<file path="src/hdl/spi_rfs_pkg.sv">
// Shared types and constants for the SPI register-frame slave.
package spi_rfs_pkg;

  localparam int REG_COUNT_DEF = 16;   // implemented registers
  localparam int ADDR_W        = 7;    // command address field
  localparam int DATA_W        = 32;   // register width
  localparam int POS_W         = 3;

  // Command byte layout
  localparam int CMD_READ_BIT  = 7;

  // Frame position codes
  localparam logic [POS_W-1:0] POS_IDLE  = 3'd0;
  localparam logic [POS_W-1:0] POS_SLOT1 = 3'd1;
  localparam logic [POS_W-1:0] POS_SLOT4 = 3'd4;
  localparam logic [POS_W-1:0] POS_DONE  = 3'd5;

  // Data slot within a frame, MSB slot first
  localparam logic [1:0] SLOT_B3 = 2'd0;
  localparam logic [1:0] SLOT_B2 = 2'd1;
  localparam logic [1:0] SLOT_B1 = 2'd2;
  localparam logic [1:0] SLOT_B0 = 2'd3;

  typedef struct packed {
    logic       frame_start;
    logic [7:0] mosi_byte;
  } in_t;

  typedef struct packed {
    logic [7:0] miso_byte;
    logic       write_strobe;
  } out_t;

  // Per-request record passed from frame control to the output stage
  typedef struct packed {
    logic       rd_slot;   // request is a data slot of a read frame
    logic [1:0] slot;      // which data byte
    logic       hit;       // register in range and written since reset
    logic       strobe;    // request committed a write
  } rec_t;

endpackage

</file>
<file path="src/hdl/spi_rfs_ram.sv">
// Generic single-write, single-read RAM with registered read data.
module spi_rfs_ram #(
  parameter int WIDTH = 32,
  parameter int DEPTH = 16,
  localparam int AW = (DEPTH > 1) ? $clog2(DEPTH) : 1
) (
  input  logic             clk,
  input  logic             we,
  input  logic [AW-1:0]    waddr,
  input  logic [WIDTH-1:0] wdata,
  input  logic             re,
  input  logic [AW-1:0]    raddr,
  output logic [WIDTH-1:0] rdata
);

  logic [WIDTH-1:0] mem [DEPTH];
  logic [WIDTH-1:0] rdata_r;

  always_ff @(posedge clk) begin
    if (we) begin
      mem[waddr] <= wdata;
    end
    if (re) begin
      rdata_r <= mem[raddr];
    end
  end

  assign rdata = rdata_r;

endmodule

</file>
<file path="src/hdl/spi_rfs_frame.sv">
// Frame decoder: byte position tracking, write assembly and request record stage.
module spi_rfs_frame #(
  parameter int REG_COUNT = spi_rfs_pkg::REG_COUNT_DEF,
  localparam int AW = (REG_COUNT > 1) ? $clog2(REG_COUNT) : 1
) (
  input  logic                             clk,
  input  logic                             rst_n,
  input  logic                             in_valid,
  output logic                             in_stall,
  input  spi_rfs_pkg::in_t                 in_data,
  input  logic                             s2_ready,
  output logic                             s1_valid,
  output spi_rfs_pkg::rec_t                s1_rec,
  output logic                             ram_we,
  output logic [AW-1:0]                    ram_waddr,
  output logic [spi_rfs_pkg::DATA_W-1:0]   ram_wdata,
  output logic                             ram_re,
  output logic [AW-1:0]                    ram_raddr
);
  import spi_rfs_pkg::*;

  localparam logic [ADDR_W:0] REG_LIMIT = (ADDR_W+1)'(REG_COUNT);

  logic [POS_W-1:0]  byte_pos_r, byte_pos_nxt;
  logic              read_flag_r, read_flag_nxt;
  logic [ADDR_W-1:0] frame_addr_r, frame_addr_nxt;
  logic [23:0]       incoming_r, incoming_nxt;
  logic [REG_COUNT-1:0] wr_valid_r;
  logic              s1_valid_r;
  rec_t              s1_rec_r, rec_nxt;
  logic              s1_ready;
  logic              in_accept;
  logic              in_range;
  logic [AW-1:0]     addr_idx;
  logic              data_slot;

  assign s1_ready  = !s1_valid_r || s2_ready;
  assign in_stall  = !s1_ready;
  assign in_accept = in_valid && s1_ready;

  assign in_range  = {1'b0, frame_addr_r} < REG_LIMIT;
  assign addr_idx  = frame_addr_r[AW-1:0];
  assign data_slot = (byte_pos_r >= POS_SLOT1) && (byte_pos_r <= POS_SLOT4);

  assign ram_waddr = addr_idx;
  assign ram_wdata = {incoming_r, in_data.mosi_byte};
  assign ram_raddr = addr_idx;
  assign ram_re    = s1_ready;

  always_comb begin
    byte_pos_nxt   = byte_pos_r;
    read_flag_nxt  = read_flag_r;
    frame_addr_nxt = frame_addr_r;
    incoming_nxt   = incoming_r;
    rec_nxt        = '0;
    ram_we         = 1'b0;
    if (in_accept) begin
      if (in_data.frame_start) begin
        // command byte opens a new frame, drops any partial write
        read_flag_nxt  = in_data.mosi_byte[CMD_READ_BIT];
        frame_addr_nxt = in_data.mosi_byte[ADDR_W-1:0];
        incoming_nxt   = '0;
        byte_pos_nxt   = POS_SLOT1;
      end else if (data_slot) begin
        if (read_flag_r) begin
          rec_nxt.rd_slot = 1'b1;
          rec_nxt.slot    = 2'(byte_pos_r - POS_SLOT1);
          rec_nxt.hit     = in_range && wr_valid_r[addr_idx];
        end else if (byte_pos_r != POS_SLOT4) begin
          incoming_nxt = {incoming_r[15:0], in_data.mosi_byte};
        end else if (in_range) begin
          ram_we         = 1'b1;
          rec_nxt.strobe = 1'b1;
        end
        byte_pos_nxt = byte_pos_r + POS_W'(1);
      end
    end
  end

  always_ff @(posedge clk) begin
    if (!rst_n) begin
      byte_pos_r   <= POS_IDLE;
      read_flag_r  <= 1'b0;
      frame_addr_r <= '0;
      incoming_r   <= '0;
      wr_valid_r   <= '0;
      s1_valid_r   <= 1'b0;
    end else begin
      byte_pos_r   <= byte_pos_nxt;
      read_flag_r  <= read_flag_nxt;
      frame_addr_r <= frame_addr_nxt;
      incoming_r   <= incoming_nxt;
      if (ram_we) begin
        wr_valid_r[addr_idx] <= 1'b1;
      end
      if (s1_ready) begin
        s1_valid_r <= in_accept;
      end
    end
  end

  always_ff @(posedge clk) begin
    if (s1_ready) begin
      s1_rec_r <= rec_nxt;
    end
  end

  assign s1_valid = s1_valid_r;
  assign s1_rec   = s1_rec_r;

`ifndef NO_ASSERTIONS
  a_pos_bound: assert property (@(posedge clk) disable iff (!rst_n)
    byte_pos_r <= POS_DONE)
    else $error("frame position out of range");

  a_start_pos: assert property (@(posedge clk) disable iff (!rst_n)
    in_accept && in_data.frame_start |=> byte_pos_r == POS_SLOT1)
    else $error("command byte did not open a frame");

  a_write_range: assert property (@(posedge clk) disable iff (!rst_n)
    ram_we |-> in_range && !read_flag_r && byte_pos_r == POS_SLOT4)
    else $error("register write outside a write frame's last slot");

  a_rec_excl: assert property (@(posedge clk) disable iff (!rst_n)
    s1_valid_r |-> !(s1_rec_r.strobe && s1_rec_r.rd_slot))
    else $error("request marked as both read slot and write commit");
`endif

endmodule

</file>
<file path="src/hdl/spi_rfs_out.sv">
// Output stage: selects the read byte and holds the result register.
module spi_rfs_out (
  input  logic                           clk,
  input  logic                           rst_n,
  input  logic                           s1_valid,
  input  spi_rfs_pkg::rec_t              s1_rec,
  input  logic [spi_rfs_pkg::DATA_W-1:0] rd_data,
  output logic                           s2_ready,
  output logic                           out_valid,
  input  logic                           out_stall,
  output spi_rfs_pkg::out_t              out_data
);
  import spi_rfs_pkg::*;

  logic              out_valid_r;
  out_t              out_data_r, out_data_nxt;
  logic [DATA_W-1:0] word;
  logic [7:0]        sel_byte;

  assign s2_ready = !out_valid_r || !out_stall;
  assign word     = s1_rec.hit ? rd_data : '0;

  always_comb begin
    case (s1_rec.slot)
      SLOT_B3: sel_byte = word[31:24];
      SLOT_B2: sel_byte = word[23:16];
      SLOT_B1: sel_byte = word[15:8];
      SLOT_B0: sel_byte = word[7:0];
      default: sel_byte = '0;
    endcase
    out_data_nxt.miso_byte    = s1_rec.rd_slot ? sel_byte : 8'h00;
    out_data_nxt.write_strobe = s1_rec.strobe;
  end

  always_ff @(posedge clk) begin
    if (!rst_n) begin
      out_valid_r <= 1'b0;
    end else if (s2_ready) begin
      out_valid_r <= s1_valid;
    end
  end

  always_ff @(posedge clk) begin
    if (s2_ready) begin
      out_data_r <= out_data_nxt;
    end
  end

  assign out_valid = out_valid_r;
  assign out_data  = out_data_r;

endmodule

</file>
<file path="src/hdl/spi_register_frame_slave_top.sv">
// Top level of the SPI register-frame slave.
//
// Device side of a byte-framed register link. Each input request is one
// full-duplex byte exchange; frame_start marks the command byte (bit 7 = read,
// bits 6..0 = address). The next four bytes are the 32-bit data, MSB first.
// Reads return the register bytes in the four data slots; writes commit the
// word on the fourth data byte and pulse write_strobe with that byte's result.
// Addresses at or above REG_COUNT read zero and ignore writes. Bytes outside
// a frame, after the fourth data byte, and in write data slots return zero.
// Rate: one byte per clock while out_stall is low. Accepted bytes reach
// out_valid via a request stage where frame control runs and the register
// RAM is read, then the result register where the read byte is selected.
// The register file is a RAM of REG_COUNT x 32 bits with one write and one
// registered read port; per-register written flags give the all-zero reset
// state without a clearing pass, so the block takes bytes right after reset.
// in_stall rises only when both stages hold results and out_stall is high.
module spi_register_frame_slave_top #(
  parameter int REG_COUNT = spi_rfs_pkg::REG_COUNT_DEF
) (
  input  logic              clk,
  input  logic              rst_n,
  input  logic              in_valid,
  output logic              in_stall,
  input  spi_rfs_pkg::in_t  in_data,
  output logic              out_valid,
  input  logic              out_stall,
  output spi_rfs_pkg::out_t out_data
);
  import spi_rfs_pkg::*;

  localparam int AW = (REG_COUNT > 1) ? $clog2(REG_COUNT) : 1;

  // stage handoff
  logic              s1_valid;
  rec_t              s1_rec;
  logic              s2_ready;

  // register RAM ports
  logic              ram_we;
  logic [AW-1:0]     ram_waddr;
  logic [DATA_W-1:0] ram_wdata;
  logic              ram_re;
  logic [AW-1:0]     ram_raddr;
  logic [DATA_W-1:0] ram_rdata;

  // frame control and request stage
  spi_rfs_frame #(
    .REG_COUNT (REG_COUNT)
  ) u_frame (
    .clk       (clk),
    .rst_n     (rst_n),
    .in_valid  (in_valid),
    .in_stall  (in_stall),
    .in_data   (in_data),
    .s2_ready  (s2_ready),
    .s1_valid  (s1_valid),
    .s1_rec    (s1_rec),
    .ram_we    (ram_we),
    .ram_waddr (ram_waddr),
    .ram_wdata (ram_wdata),
    .ram_re    (ram_re),
    .ram_raddr (ram_raddr)
  );

  // register store; read data lines up with the request stage
  spi_rfs_ram #(
    .WIDTH (DATA_W),
    .DEPTH (REG_COUNT)
  ) u_regs (
    .clk   (clk),
    .we    (ram_we),
    .waddr (ram_waddr),
    .wdata (ram_wdata),
    .re    (ram_re),
    .raddr (ram_raddr),
    .rdata (ram_rdata)
  );

  // byte select and result register
  spi_rfs_out u_out (
    .clk       (clk),
    .rst_n     (rst_n),
    .s1_valid  (s1_valid),
    .s1_rec    (s1_rec),
    .rd_data   (ram_rdata),
    .s2_ready  (s2_ready),
    .out_valid (out_valid),
    .out_stall (out_stall),
    .out_data  (out_data)
  );

endmodule
</file>
<file path="config.mk">
export PLATFORM = sky130hd
export DESIGN_NAME = spi_register_frame_slave_top
export DESIGN_NICKNAME = d
export VERILOG_FILES = /design/src/hdl/spi_rfs_pkg.sv /design/src/hdl/spi_rfs_ram.sv /design/src/hdl/spi_rfs_frame.sv /design/src/hdl/spi_rfs_out.sv /design/src/hdl/spi_register_frame_slave_top.sv
export SDC_FILE = /design/constraint.sdc
export NUM_CORES = 1
export LEC_CHECK = 0
export BUFFER_PORTS_ARGS = -buffer_cell sky130_fd_sc_hd__buf_2
export CAP_MARGIN = 10
export CORE_ASPECT_RATIO = 2
export CORE_UTILIZATION = 70
export CTS_BUF_LIST = sky130_fd_sc_hd__clkbuf_8
export DETAILED_ROUTE_END_ITERATION = 8
export GPL_TIMING_DRIVEN = 0
export PLACE_DENSITY = 0.91
export SLEW_MARGIN = 25
export SYNTH_ARGS = -nofsm -noshare
export SYNTH_HDL_FRONTEND = slang
export SYNTH_HIERARCHICAL = 1
export SYNTH_SLANG_ARGS = --single-unit
</file>
<file path="constraint.sdc">
create_clock -name clk -period 15.44 [get_ports clk]
set_input_delay 3.088 -clock clk [delete_from_list [all_inputs] [get_ports clk]]
set_output_delay 3.088 -clock clk [all_outputs]
set_load 0.01 [all_outputs]
</file>
==> results.tsv <==
metric	value	unit
syn_area	23100	um^2
yosysSeqAreaShare	77.0	%
finalClockSkew	0.0418	ns
p_leak	8.13	nW
start_util	71.6	%
drc	0	
cts.sink_count	611	
fin_cells	1756	
hpwlAfterDp	36300	um
start_kind	input port	
layout.nets	1281	
synth_cell_types	42	
drtAntennaViolNets	0	
required	12.35	ns
fin_crit	7.67	ns
ir_worst_vdd	92.4	uV
mostFrequentLayoutCells	558 x edfxtp_1, 130 x mux4_2, 78 x clkbuf_8, 73 x nand2_1, 64 x a22oi_1	
die_h	259	um
synth_seq_cells	611	
synth_cells	1130	
viasPerCell	7.18	
grt_pass1_wl	84200	um
critPathKind	in2out	
hold_class	reg2reg	
hold_violations	0	
final_common_cell	edfxtp_1	
clkTransAtPathRegs	0.07	ns
root_buffer	clkbuf_8	
placementRows	93	
multi_input_area	5000	um^2
routedWlPerCell	32.9	um
rsz0062_at_grt	false	
whs	0.439	ns
ctsLongestPathBuffers	3	
endpoint_kind	primary output	
fmax	130	MHz
power.density	117	nW/um^2
async_reset_ff_share	0	%
antenna_found_initial	3	
clk_latency	0.66	ns
grt-ovfl-total	0	
ctsResizeCount	0	
syn_avg_cell_area	20.5	um^2
die_x	131	um
synth-edff-count	558	
cts_tree	yes	
core_area	32300	um^2
syn2layout_area_growth	11.4	%
die_area	33800	um^2
slew_viol_final	0	
worstMarginPinSlew	1.07	ns
dr.pass1.iters	6	
slew_headroom	28.7	%
detail_route.iter0.violations	1788	
seq_area	17800	um^2
cp_max_fo	41	
yosysWarnings	6	
critPathArrivalTime	4.58	ns
grtUsageTotal	36.9	%
synth-main-ff-cell	edfxtp_1	
pin_count	24	
setup_viol	0	
wl	57800	um
grt_max_degree	42	
final_core_util	79.7	%
vias	12608	
status	complete, no violations	
drive_above_1_share	26.3	%
tns	0	ns
syn_nets	1146	
cts_hold_buffers	0	
fill_cells	1518	
htree_levels	3	
finalWeightedCongestion	0.908	
grt_pass1_vias	13172	
cts_setup_buffers	0	
cap_violations	0	
dp_cells	1613	
post-route-cell-area	25800	um^2
period_share	49.7	%
numCtsBuffers	77	
dpl_cell_area	24400	um^2
port-buffer-count	23	
state kept, by name, summed over array words and instances (netlist names):
signal,cells
u_regs/mem,512
u_regs/rdata,32
u_frame/incoming_r,24
u_frame/wr_valid_r,16
u_out/out_data,9
u_frame/frame_addr_r,7
u_frame/s1_rec,5
u_frame/byte_pos_r,3
u_frame/read_flag_r,1
u_frame/s1_valid,1
u_out/out_valid,1
worst max-delay path: stages:
cell and delay, ns:
buf_2 0.11, nand2_1 0.44, nand2b_1 0.18, buf_4 0.47, inv_2 0.12, buf_2 0.17
power breakdown:
| group | switching, mW | total, mW | leakage (nW) | internal, mW |
|---|---|---|---|---|
| sequential | 0.0125 | 1.81 | 5.48 | 1.80 |
| combinational | 0.0765 | 0.120 | 1.83 | 0.0437 |
| clock | 0.570 | 1.08 | 0.817 | 0.507 |
kinds of logic (layout without fill, tap and decap cells):
family	Yosys count	after routing	synth area share [%]
flip-flops	611	611	77.0
multiplexers	158	158	13.9
AND/OR/NAND/NOR	153	153	3.23
AO/OA/AOI/OAI	125	125	3.86
buffers and inverters	80	277	1.90
adder cells (fa/ha/maj)	3	3	0.162
other	0	2	0
layout make-up:
cell class                      count  share of cell area, %
Clock buffer                       78                   4.16
Clock inverter                     63                   1.24
Sequential cell                   611                   69.1
Multi-Input combinational cell    439                   19.4
Inverter                            4                 0.0582
Tap cell                          427                   2.07
Buffer                             76                   1.64
Timing Repair Buffer               56                   2.31
Antenna cell                        2                 0.0194
Yosys cell counts, types with 2 or more instances:
library cell	number	share of area, %
nor3_1	7	0.15
mux4_2	130	13
nor2_1	18	0.29
nand2b_1	7	0.19
nand3b_1	4	0.13
dfxtp_1	53	4.6
nand3_1	4	0.086
mux2i_1	24	1.0
mux2_2	4	0.19
inv_1	3	0.049
buf_2	14	0.30
clkbuf_1	24	0.39
a22oi_1	64	2.1
edfxtp_1	558	72
nand3_2	2	0.086
a21oi_1	3	0.065
nor2b_1	14	0.38
nand2_1	73	1.2
ha_1	3	0.16
buf_1	10	0.16
buf_4	26	0.84
o22ai_1	34	0.92
o21a_1	17	0.55
nor4_1	16	0.43
routing by layer:
layer  GRT usage, %  share of wire, %
met1           43.7                31
met2           59.3                50
met5              0             0.019
met3           8.97                11
met4           25.6               7.8
path summary, 6_finish.rpt:
| path | startpoint | end | slack, ns | cells past startpoint |
|---|---|---|---|---|
| min | u_frame/s1_rec[0] | u_out/out_data[0] | 0.44 | 0 |
| max | out_stall | in_stall | 7.77 | 6 |
| max reg2reg | u_out/out_valid | u_regs/mem[0][20] | 10.99 | 11 |
| min reg2reg | u_frame/s1_rec[0] | u_out/out_data[0] | 0.44 | 0 |
per-stage QoR:
stage	worst slack (ns)	power [mW]
floorplan	7.75	1.92
global placement	4.83	1.96
detailed placement	7.83	1.97
CTS	7.82	3.01
global route	7.69	3.08
finish	7.77	3.01
No activity file was read; power rests on OpenSTA's default activity.
